[src/rtl/core/cemag_pkg.sv]
// Types and constants of the compass template edge magnitude block.
`timescale 1ns / 1ps
package cemag_pkg;

	localparam int PixW      = 8;
	localparam int GainW     = 16;
	localparam int FracBits  = 8;
	localparam int RingLen   = 8;
	localparam int TripW     = PixW + 2;   // sum of three pixels
	localparam int SumW      = PixW + 3;   // sum of the eight ring pixels
	localparam int RespW     = SumW + 2;   // signed template response
	localparam int BestW     = 11;         // floored response, at most 1275
	localparam int ProdW     = BestW + GainW;
	localparam int ScaledW   = ProdW - FracBits;

	localparam logic [GainW-1:0] GainReset = 16'd512;
	localparam logic [PixW-1:0]  PixMax    = 8'd255;

	typedef logic [PixW-1:0]  pix_t;
	typedef logic [GainW-1:0] gain_t;
	typedef logic [BestW-1:0] best_t;
	typedef logic [TripW-1:0] trip_t;
	typedef pix_t ring_t [RingLen];

endpackage

[src/rtl/core/cemag_resp.sv]
// Template response stages: ring triple sums, then the largest response with a floor of 0.
`timescale 1ns / 1ps
module cemag_resp
	import cemag_pkg::*;
(
	input  logic  clk,
	input  logic  arst_n,
	input  logic  valid_in,
	input  ring_t ring,
	input  pix_t  center,
	output logic  valid_out,
	output best_t best
);

	// Every template weights five consecutive ring pixels plus and three minus, so
	// response = ring sum - 2 * center - 2 * (sum of the three minus pixels).
	// The largest response therefore comes from the smallest consecutive triple.
	trip_t                   trip_d [RingLen];
	trip_t                   trip_s2 [RingLen];
	logic signed [RespW-1:0] base_d;
	logic signed [RespW-1:0] base_s2;
	logic                    valid_s2;
	logic                    valid_s3;
	best_t                   best_s3;
	logic [SumW-1:0]         ring_sum;
	trip_t                   trip_min;
	logic signed [RespW-1:0] resp;

	for (genvar k = 0; k < RingLen; k++) begin : g_trip
		localparam int K1 = (k + 1) % RingLen;
		localparam int K2 = (k + 2) % RingLen;
		assign trip_d[k] = {2'b00, ring[k]} + {2'b00, ring[K1]} + {2'b00, ring[K2]};
	end

	always_comb begin
		ring_sum = '0;
		for (int k = 0; k < RingLen; k++) begin
			ring_sum = ring_sum + {3'b000, ring[k]};
		end
		base_d = $signed({2'b00, ring_sum}) - $signed({(RespW-PixW-1)'(0), center, 1'b0});
	end

	always_ff @(posedge clk or negedge arst_n) begin
		if (!arst_n) begin
			valid_s2 <= 1'b0;
		end else begin
			valid_s2 <= valid_in;
		end
	end

	always_ff @(posedge clk) begin
		trip_s2 <= trip_d;
		base_s2 <= base_d;
	end

	always_comb begin
		trip_min = trip_s2[0];
		for (int k = 1; k < RingLen; k++) begin
			if (trip_s2[k] < trip_min) begin
				trip_min = trip_s2[k];
			end
		end
		resp = base_s2 - $signed({2'b00, trip_min, 1'b0});
	end

	always_ff @(posedge clk or negedge arst_n) begin
		if (!arst_n) begin
			valid_s3 <= 1'b0;
		end else begin
			valid_s3 <= valid_s2;
		end
	end

	always_ff @(posedge clk) begin
		best_s3 <= resp[RespW-1] ? '0 : resp[BestW-1:0];
	end

	assign valid_out = valid_s3;
	assign best      = best_s3;

endmodule

[src/rtl/core/cemag_scale.sv]
// Gain stage: multiplies the largest response by the 8.8 gain, truncates and saturates.
`timescale 1ns / 1ps
module cemag_scale
	import cemag_pkg::*;
(
	input  logic  clk,
	input  logic  arst_n,
	input  logic  valid_in,
	input  best_t best,
	input  gain_t gain,
	output logic  done,
	output pix_t  pixel
);

	logic [ProdW-1:0]   prod;
	logic [ScaledW-1:0] scaled;
	logic               done_q;
	pix_t               pixel_q;

	assign prod   = {{GainW{1'b0}}, best} * {{BestW{1'b0}}, gain};
	assign scaled = prod[ProdW-1:FracBits];

	always_ff @(posedge clk or negedge arst_n) begin
		if (!arst_n) begin
			done_q <= 1'b0;
		end else begin
			done_q <= valid_in;
		end
	end

	always_ff @(posedge clk) begin
		if (scaled > {{(ScaledW-PixW){1'b0}}, PixMax}) begin
			pixel_q <= PixMax;
		end else begin
			pixel_q <= scaled[PixW-1:0];
		end
	end

	assign done  = done_q;
	assign pixel = pixel_q;

endmodule

[src/rtl/core/compass_template_edge_magnitude.sv]
// Top level of the compass template edge magnitude block.
`timescale 1ns / 1ps
// The block takes one 3x3 window per clock whenever start is high; busy is always
// low, so every window is accepted. Each window yields one edge_pixel, shown with
// done high for exactly one cycle once the window has passed four registers: an
// input register loaded at the accepting edge, a register after the ring triple
// sums, a register after the smallest-triple search and response floor, and the
// result register after the gain multiply. The receiver cannot stall the block and
// must take each result in the cycle it appears. The gain register resets to 2.0
// and may be rewritten with gain_we only while no window is in flight.
module compass_template_edge_magnitude
	import cemag_pkg::*;
(
	input  logic        clk,
	input  logic        arst_n,
	input  logic        start,
	output logic        busy,
	input  logic [7:0]  top_left,
	input  logic [7:0]  top_mid,
	input  logic [7:0]  top_right,
	input  logic [7:0]  mid_left,
	input  logic [7:0]  center,
	input  logic [7:0]  mid_right,
	input  logic [7:0]  bottom_left,
	input  logic [7:0]  bottom_mid,
	input  logic [7:0]  bottom_right,
	input  logic        gain_we,
	input  logic [15:0] gain_wdata,
	output logic        done,
	output logic [7:0]  edge_pixel
);

	gain_t gain_q;
	logic  valid_s1;
	ring_t ring_s1;
	pix_t  center_s1;
	logic  resp_valid;
	best_t resp_best;
	logic  accept;

	assign busy   = 1'b0;
	assign accept = start && !busy;

	always_ff @(posedge clk or negedge arst_n) begin
		if (!arst_n) begin
			gain_q <= GainReset;
		end else if (gain_we) begin
			gain_q <= gain_wdata;
		end
	end

	always_ff @(posedge clk or negedge arst_n) begin
		if (!arst_n) begin
			valid_s1 <= 1'b0;
		end else begin
			valid_s1 <= accept;
		end
	end

	// The ring runs clockwise from the top-left corner.
	always_ff @(posedge clk) begin
		if (accept) begin
			ring_s1[0] <= top_left;
			ring_s1[1] <= top_mid;
			ring_s1[2] <= top_right;
			ring_s1[3] <= mid_right;
			ring_s1[4] <= bottom_right;
			ring_s1[5] <= bottom_mid;
			ring_s1[6] <= bottom_left;
			ring_s1[7] <= mid_left;
			center_s1  <= center;
		end
	end

	cemag_resp u_resp (
		.clk       (clk),
		.arst_n    (arst_n),
		.valid_in  (valid_s1),
		.ring      (ring_s1),
		.center    (center_s1),
		.valid_out (resp_valid),
		.best      (resp_best)
	);

	cemag_scale u_scale (
		.clk      (clk),
		.arst_n   (arst_n),
		.valid_in (resp_valid),
		.best     (resp_best),
		.gain     (gain_q),
		.done     (done),
		.pixel    (edge_pixel)
	);

endmodule

[config.mk]
export PLATFORM = sky130hd
export DESIGN_NAME = compass_template_edge_magnitude
export DESIGN_NICKNAME = d
export VERILOG_FILES = /design/src/rtl/core/cemag_pkg.sv /design/src/rtl/core/cemag_resp.sv /design/src/rtl/core/cemag_scale.sv /design/src/rtl/core/compass_template_edge_magnitude.sv
export SDC_FILE = /design/constraint.sdc
export NUM_CORES = 1
export LEC_CHECK = 0
export ABC_AREA = 1
export BUFFER_PORTS_ARGS = -buffer_cell sky130_fd_sc_hd__buf_4
export CORE_MARGIN = 2
export CORE_UTILIZATION = 50
export CTS_CLUSTER_DIAMETER = 150
export CTS_CLUSTER_SIZE = 12
export DETAILED_ROUTE_END_ITERATION = 12
export PLACE_DENSITY = 0.64
export SETUP_SLACK_MARGIN = 0.02
export SYNTH_ARGS = -nofsm -noshare
export SYNTH_HDL_FRONTEND = slang
export SYNTH_SLANG_ARGS = --single-unit
[constraint.sdc]
create_clock -name clk -period 18.7 [get_ports clk]
set_input_delay 1.87 -clock clk [delete_from_list [all_inputs] [get_ports clk]]
set_output_delay 1.87 -clock clk [all_outputs]
set_load 0.01 [all_outputs]
==> summary.txt, run 1 <==
Run status
  – Status: complete, no violations

Clock network
  – Setup Buffers After CTS: 0
  – CTS tree: built
  – Sink Count: 203
  – Hold Buf Count CTS: 0
  – H-tree levels: 1
  – Clk_lat worst skew: 0.54 ns
  – Num CTS Buffers: 20
  – Post-CTS Resized: 0
  – Root buf cell: clkbuf_16
  – Clock buffer depth: 3
  – Worst-path clk slew: approximately 0.06 ns

Worst setup path
  – CP Max Fanout: 19
  – Reg2reg end: u_resp.best[3]
  – Setup CP Type: flip-flop to flip-flop
  – Worst setup SP type: flip-flop
  – Register-to-Register Path Depth: roughly 80
  – Worst EP arrival: 12.28 ns
  – Critical Path Max Stage Delay: 0.59 ns
  – Critical Path Slowest Stage Cell: o21bai_1
  – Timing endpoint of the critical path: u_resp.best[3]
  – Reg2Reg Setup Slack: 6.80 ns
  – Most used cell, CP: nand2_1
  – Crit path capture type: flip-flop
  – Critical Path RT: 19.07 ns
  – Critical Path Source: u_resp.trip_s2[74]
  – Reg2reg start: u_resp.trip_s2[74]

Timing
  – Actual slew at the worst max-slew pin: roughly 1 ns
  – Slew headroom: 32.5%
  – Clock skew: ~0.031 ns
  – Final setup fails: 0
  – RSZ-0062 raised after global routing: false
  – Max-slew violation count: 0
  – Max Clock Freq: approximately 0.084 GHz
  – Setup TNS: 0 ns
  – Final Critical Period: 11.90 ns
  – Tcrit/Tclk final: a little under two thirds
  – Hold Vio Cnt, Final: 0

Layout
  – # nets final: 2855
  – Area Growth Syn to Fin: 9.06%
  – Layout Cells excl Fill: 2838
  – Fraction of layout cells with a size suffix above 1: 7.37%

Drt
  – DRC Markers: 0
  – 1st-pass router iterations: 6
  – DR vias/cell: 5.09
  – Post-route ant nets: 0
  – WL/cell: about 17 um
  – Post-Route WL: 47400 um
  – Vias post-DR: 14444
  – 1st-iter DRT viols: 566

Yosys
  – FF+latch count, synth: just over 200
  – Post-Syn Nets: approximately 2800
  – Sequential fraction of the synthesis area: 25.0%
  – Syn_area_per_cell: 8.75 um^2
  – Yosys top cell by area: fa_1
  – Syn Inst Count: 2233
  – Yosys warnings: 0
  – Post-synthesis async set-or-reset flop share: under 10%
  – Count leader, synth: inv_1
  – Top cells by count, synth: inv_1, nand2_1, ha_1
  – Main synth FF type: dfxtp_1
  – Synth cell types: 43
  – Synth top area cells: fa_1, ha_1, dfxtp_1, edfxtp_1, inv_1
  – Post-synth EDFFs: 72
  – Netlist Area Pre-Place: 0.0195 mm^2
  – Yosys top cell area share: a little under a fifth

Place
  – Post-DP HPWL: 39100 um
  – Dpl cells: 2802
  – IO buf count: 100
  – GP Congestion: roughly 0.97

Run
  – Max-Cap Viols: 0

Floorplanning
  – # rows: slightly above 70
  – Die Area: around 0.04 mm^2
  – Io pins: 102
  – CORE AREA: 0.0386 mm^2
  – Die Span Y: 202 um
  – Die Span X: roughly 200 um
  – Initial Utilization: around half

Global routing
  – Number of global-route vias before repair: between 15000 and 20000
  – GR Overflow Total: 0
  – Initial antenna violation count: 1
  – Gr usage total: between 20% and 30%
  – First-pass GRT wire length: a little under 80000 um
  – Largest net degree at the start of global routing: 74

Hold path
  – Hold Crit Class: flip-flop to flip-flop
  – Min-delay src: u_resp.valid_s2
## per-stage QoR
step	hold WS [ns]	instance area [um^2]	worst slack [ns]	util (%)
after floorplan	0.331	19500	7.90	-
after global placement	0.334	20700	7.24	53.6
after detailed placement	0.335	20700	6.94	53.6
after CTS	0.354	21300	6.88	55.1
after global routing	0.353	21300	5.40	55.1
final	0.352	21300	6.80	55.1
## logic make-up after synthesis
kind of cell | Yosys count | share of synthesized area, %
AO/OA/AOI/OAI | 284 | 8.10
XOR/XNOR | 142 | 6.36
adder cells (fa/ha/maj) | 457 | 36.2
buffers and inverters | 500 | 9.74
flip-flops | 203 | 25.0
multiplexers | 16 | 0.922
other | 1 | 0.0192
AND/OR/NAND/NOR | 630 | 13.7
## worst min path at each step
stage,endpoint,slack (ns),cells past startpoint
after floorplan,u_resp.valid_out,0.33,0
after global placement,u_resp.valid_s2,0.33,0
after detailed placement,u_resp.valid_s2,0.33,0
after CTS,u_resp.valid_out,0.35,0
after global routing,u_scale.done,0.35,0
final,u_resp.valid_out,0.35,0
## critical path: cells and delay by family (launching register included)
kind                     cells  cell delay (ns)
AO/OA/AOI/OAI               19             4.56
adder cells (fa/ha/maj)      8             2.42
buffers and inverters        9             0.70
flip-flops                   1             0.32
AND/OR/NAND/NOR             42             3.72
## cell type report
| cell class | instances | area, um^2 |
|---|---|---|
| antenna | 1 | 2.50 |
| clock buffer | 35 | 579 |
| fill | 3474 | 17300 |
| inverter | 451 | 1690 |
| multi-input combinational | 1530 | 12800 |
| sequential | 203 | 4890 |
| tap | 518 | 648 |
| timing repair buffer | 100 | 751 |
## state kept, by name, indices dropped and copies added, names as in the netlist, 8 cells and up
name and flops:
u_resp.trip_s2 80, ring_s1 64, gain_q 16, u_resp.base_s2 12
u_resp.best 11, center_s1 8, u_scale.pixel 8
## layer usage
| metal | up-vias | wire length (um) | GRT usage (%) | share of wire (%) |
|---|---|---|---|---|
| met5 | - | 0 | 0 | 0 |
| met4 | 0 | 1780 | 8.77 | 3.7 |
| met3 | 85 | 1700 | 2.98 | 3.6 |
| met2 | 263 | 23300 | 43.5 | 49 |
| met1 | 6891 | 20700 | 30.5 | 44 |
| li1 | 7205 | - | - | - |
## layout by cell type, fill, tap and decap left out, drive strengths merged, types with 35 or more instances in the layout
cell,n
a21oi,143
buf,100
clkbuf,35
dfxtp,111
edfxtp,72
fa,180
ha,277
inv,451
nand2,444
nand3,88
nor2,71
o21ai,73
xnor2,47
xor2,95
Power of run 1 is not shown: default switching activity piles up to over one toggle a cycle in this logic, so the estimate is an artifact.
==> inputs of run 2 (changes only) <==
Clock period 18.7 ns to 11.32 ns, I/O delays scaled along.
==> run 2 against run 1 <==
Count of clock-buffer cells in the layout down 3. First-iteration DRC count is 21% higher. Utilization rose by 2.3 points. Final cell count up 1.5%. Routed wire length increased by 2.2%. Die area is the same. Maximum frequency grew 11%. Worst hold slack improved by 0.0015 ns. Cell area increased by 4.2%. Critical path depth is 8 higher. Non-clock buffer count is 37 higher. Critical endpoint is now u_resp.best[5]. Largest cell class unchanged.
==> summary.txt, run 2 (same netlist as run 1, synthesis figures left out) <==
Drt
  – WL/cell: 16.8 um (+0.67%)
  – DRC Markers: 0 (unchanged)
  – DR vias/cell: 5.18 (+1.7%)
  – Highest routed layer: met4
  – WL met2: 24000 um (+2.9%)
  – M1 WL: 20900 um (+1.0%)
  – DR WL met3: 1840 um (+7.9%)
  – Post-route ant nets: 0 (unchanged)
  – Vias post-DR: 14911 (+3.2%)
  – 1st-pass router iterations: 5 (-1)
  – Post-Route WL: 48500 um (+2.2%)
  – 1st-iter DRT viols: 683 (+21%)

Clock network
  – H-tree levels: 1 (unchanged)
  – CTS tree: built
  – Sink Count: 203 (unchanged)
  – Num CTS Buffers: 20 (unchanged)
  – Worst-path clk slew: 0.08 ns (+0.02 ns)
  – Root buf cell: clkbuf_16
  – Clock buffer depth: 3 (unchanged)
  – Clk_lat worst skew: 0.54 ns (about the same)

Layout
  – Largest Register: u_resp.trip_s2
  – Ant. Diodes: 0 (-1)
  – Largest registers: u_resp.trip_s2 x80, ring_s1 x64, gain_q x16
  – Commonest non-fill, non-tap cell in the layout: inv_1
  – Max reg flops: 80 (unchanged)
  – Layout Cells excl Fill: 2881 (+1.5%)
  – Fraction of layout cells with a size suffix above 1: 12.9% (+5.5 points)
  – Area Growth Syn to Fin: 13.7%
  – # nets final: 2901 (+1.6%)
  – Most frequent cells in the layout: inv_1, nand2_1, ha_1

Timing
  – Final Critical Period: 10.69 ns (-1.22 ns)
  – Hold WS: 0.353 ns (+0.00152 ns)
  – Final setup fails: 0 (unchanged)
  – Max Clock Freq: 0.0936 GHz (+11%)
  – Tcrit/Tclk final: 94.4% (+31 points)
  – Max-slew violation count: 0 (unchanged)
  – Hold Vio Cnt, Final: 0 (unchanged)
  – Actual slew at the worst max-slew pin: 1.05 ns (+0.0424 ns)
  – Slew headroom: 29.6% (-2.9 points)
  – Clock skew: 0.0361 ns (+0.00477 ns)

Worst setup path
  – Worst setup SP type: flip-flop
  – CP Max Fanout: 12 (-7)
  – Worst path bufs/invs: 12 (+3)
  – CP top delay family: simple AND/OR/NAND/NOR gates
  – Worst EP arrival: 11.10 ns (-1.18 ns)
  – Setup CP Type: flip-flop to flip-flop
  – Critical Path Slowest Stage Cell: ha_1
  – Crit path capture type: flip-flop
  – Critical Path RT: 11.73 ns (-7.34 ns)
  – Critical Path Max Stage Delay: 0.33 ns (-0.26 ns)

Floorplanning
  – CORE AREA: 0.0386 mm^2 (unchanged)
  – Die Span X: 202 um (unchanged)
  – Initial Utilization: 50.6% (unchanged)
  – Die Area: 0.0407 mm^2 (unchanged)
  – # rows: 72 (unchanged)
  – Io pins: 102 (unchanged)
  – Die Span Y: 202 um (unchanged)

Place
  – Dpl cells: 2803 (+0.036%)
  – IO buf count: 100 (unchanged)
  – GP Congestion: 0.960 (-0.91%)
  – Post-DP HPWL: 39000 um (-0.31%)

Run status
  – Status: complete, no violations

Global routing
  – First-pass GRT wire length: 77200 um (-1.2%)
  – Initial antenna violation count: 1 (unchanged)
  – Gr usage total: 23.9% (-0.57 points)
  – GR Overflow Total: 0 (unchanged)
  – Largest net degree at the start of global routing: 74 (unchanged)
  – Number of global-route vias before repair: 15135 (-0.76%)

Run
  – Max-Cap Viols: 0 (unchanged)

Hold path
  – Hold Crit Class: flip-flop to flip-flop
[run 2: cell count changes in the layout (fill, tap and decap cells not counted), moves of 13 or more]
cell | before | now
o21ai_2 | 0 | 23
ha_1 | 277 | 264
o21ai_1 | 0 | 13
o21ai_0 | 73 | 34
buf_4 | 100 | 135
nand2_1 | 427 | 411
[run 2: per-layer routing]
layer	global-route usage, %	vias to the layer above
li1	-	7302
met1	30.3	7179
met2	42.2	330
met3	2.61	100
met4	8.40	0
met5	0	-
[run 2: worst paths after layout]
check | startpoint | to | slack [ns] | cells after the start
max in group asynchronous | arst_n | gain_q[9] | 10.55 | 1
min reg2reg | u_resp.valid_out | u_scale.done | 0.35 | 0
min in group asynchronous | arst_n | valid_s1 | 0.47 | 1
max reg2reg | u_resp.trip_s2[75] | u_resp.best[5] | 0.63 | 86
max | u_resp.trip_s2[75] | u_resp.best[5] | 0.63 | 86
min | u_resp.valid_out | u_scale.done | 0.35 | 0
[run 2: area by class of cell]
class / instances / area [um^2]
Clock inverter: 1 / 16.3
Fill cell: 3460 / 16400
Multi-Input combinational cell: 1539 / 13400
Sequential cell: 203 / 4900
Tap cell: 518 / 648
Inverter: 451 / 1710
Timing Repair Buffer: 137 / 1030
Clock buffer: 32 / 547
[run 2: metrics by stage]
step	setup slack, ns	util (%)	instance area (um^2)	TNS (ns)
after floorplan	0.521	-	19500	0
after global placement	0.266	53.7	20700	0
after detailed placement	-0.0947	53.7	20700	-0.611
after CTS	0.118	55.1	21300	0
after global routing	-0.325	57.5	22200	-3.27
final	0.633	57.5	22200	0
[run 2: repair_timing]
item	4_1_cts	5_1_grt
resized for setup	8	152
cloned	0	11
hold buffers	0	0
pin swaps	1	75
setup buffers	1	33
endpoints found under the setup margin	11	11
Power of run 2 is left out for the same reason.
==> inputs of run 3 (changes only) <==
Settings changed: CORE_MARGIN 2 to default.
Clock period 11.32 ns to 11.9 ns, I/O delays scaled along.
==> run 3 against run 2 <==
Utilization decreased by 1.8 points. Register-to-register slack improved by 0.46 ns. Sequential cell count unchanged. First-iteration DRC count decreased by 11%. Maximum frequency fell by 1.1%. Global-route usage increased by 1.3 points. Worst hold slack lost 0.0045 ns. Sequential share of layout area is 0.70 points higher.
==> summary.txt, run 3 (same netlist as run 1, synthesis figures left out) <==
Run status
  – Status: complete, no violations

Floorplanning
  – Die Area: 0.0399 mm^2 (-2.0%)
  – Die Span Y: 200 um (-0.99%)
  – CORE AREA: 0.0386 mm^2 (-0.23%)
  – Io pins: 102 (unchanged)
  – # rows: 72 (unchanged)
  – Initial Utilization: 50.7% (+0.12 points)
  – Die Span X: 200 um (-0.99%)

Layout
  – Largest Register: u_resp.trip_s2
  – Ant. Diodes: 0 (unchanged)
  – Largest registers: u_resp.trip_s2 x80, ring_s1 x64, gain_q x16
  – Area Growth Syn to Fin: 9.84%
  – Most frequent cells in the layout: inv_1, nand2_1, ha_1
  – # nets final: 2864 (-1.3%)
  – Commonest non-fill, non-tap cell in the layout: inv_1
  – Final design utilization: 55.7% (-1.8 points)
  – Layout Cells excl Fill: 2846 (-1.2%)
  – Max reg flops: 80 (unchanged)
  – Finished Cell Area: 0.0215 mm^2 (-3.4%)
  – Fraction of layout cells with a size suffix above 1: 8.03% (-4.8 points)

Place
  – Dpl cells: 2803 (unchanged)
  – Post-DP HPWL: 39200 um (+0.57%)
  – GP Congestion: 0.962 (+0.19%)
  – Placed Area: 0.0207 mm^2 (unchanged)
  – IO buf count: 100 (unchanged)

Global routing
  – Gr usage total: 25.2% (+1.3 points)
  – Number of global-route vias before repair: 15185 (+0.33%)
  – GR Overflow Total: 0 (unchanged)
  – First-pass GRT wire length: 77100 um (-0.14%)
  – Largest net degree at the start of global routing: 74 (unchanged)
  – Initial antenna violation count: 0 (-1)

Clock network
  – Root buf cell: clkbuf_16
  – Clk_lat worst skew: 0.54 ns (about the same)
  – Worst-path clk slew: 0.07 ns (about the same)
  – Hold Buf Count CTS: 0 (unchanged)
  – CTS tree: built
  – Clock buffer depth: 3 (unchanged)
  – Sink Count: 203 (unchanged)
  – Num CTS Buffers: 20 (unchanged)
  – H-tree levels: 1 (unchanged)

Worst setup path
  – Critical Path RT: 12.34 ns (+0.61 ns)
  – CP Max Fanout: 19 (+7)
  – Worst setup SP type: flip-flop
  – Worst EP arrival: 11.25 ns (+0.15 ns)
  – Crit path capture type: flip-flop
  – Critical Path Slowest Stage Cell: ha_1
  – Critical Path Max Stage Delay: 0.34 ns (about the same)
  – Most used cell, CP: nand2_1
  – Setup CP Type: flip-flop to flip-flop

Timing
  – Hold Vio Cnt, Final: 0 (unchanged)
  – Max-slew violation count: 0 (unchanged)
  – Final Critical Period: 10.81 ns (+0.123 ns)
  – Final setup fails: 0 (unchanged)
  – Setup TNS: 0 ns (unchanged)
  – Tcrit/Tclk final: 90.8% (-3.6 points)
  – Slew headroom: 36.6% (+7.0 points)
  – Actual slew at the worst max-slew pin: 0.944 ns (-0.103 ns)
  – RSZ-0062 raised after global routing: false
  – Max Clock Freq: 0.0925 GHz (-1.1%)
  – Clock skew: 0.0283 ns (-0.00782 ns)

Drt
  – 1st-pass router iterations: 5 (unchanged)
  – DRC Markers: 0 (unchanged)
  – WL/cell: 16.7 um (-0.87%)
  – DR vias/cell: 5.09 (-1.7%)
  – Post-route ant nets: 0 (unchanged)
  – Vias post-DR: 14476 (-2.9%)
  – Post-Route WL: 47500 um (-2.1%)
  – 1st-iter DRT viols: 610 (-11%)

Run
  – Max-Cap Viols: 0 (unchanged)

Hold path
  – Hold Crit Class: flip-flop to flip-flop
run 3: routing by layer:
| layer | wire length [um] | global-route usage (%) | vias to the layer above |
|---|---|---|---|
| met2 | 23000 | 44.5 | 290 |
| met5 | 0 | 0 | - |
| met3 | 1780 | 3.17 | 95 |
| met1 | 20900 | 31.1 | 6860 |
| met4 | 1840 | 9.61 | 0 |
| li1 | - | - | 7231 |
run 3: per-stage QoR:
step / setup slack [ns] / hold slack (ns)
floorplan: 1.10 / 0.331
global placement: 0.731 / 0.334
detailed placement: 0.269 / 0.338
CTS: 0.205 / 0.353
global route: 0.0212 / 0.360
finish: 1.09 / 0.349
run 3: what timing repair did:
item                                   CTS  global route
endpoints found under the hold margin    0             0
setup endpoints to repair                0            11
buffers inserted                         0             7
resized for setup                        0            37
run 3: cell type report:
type	instances	area (um^2)
Clock buffer	34	553
Clock inverter	1	16.3
Fill cell	3534	17100
Inverter	451	1700
Multi-Input combinational cell	1531	12900
Sequential cell	203	4890
Tap cell	518	648
Timing Repair Buffer	108	811
run 3: worst paths after layout:
path | startpoint | slack, ns | endpoint | cells past startpoint
setup / recovery | u_resp.trip_s2[79] | 1.09 | u_resp.best[7] | 85
hold / removal | u_resp.valid_s2 | 0.35 | u_resp.valid_out | 0
setup reg to reg | u_resp.trip_s2[79] | 1.09 | u_resp.best[7] | 85
hold reg to reg | u_resp.valid_s2 | 0.35 | u_resp.valid_out | 0
max in group asynchronous | arst_n | 11.09 | gain_q[9] | 1
min in group asynchronous | arst_n | 0.53 | gain_q[14] | 1
run 3: worst max-delay path, delay by kind of cell (launching register included):
family | cells | cell delay (ns)
buf+inv | 11 | 0.98
simple gates | 49 | 4.62
compound gates | 17 | 2.43
flops | 1 | 0.31
fa+ha+maj | 8 | 2.36
Power of run 3 is left out for the same reason.
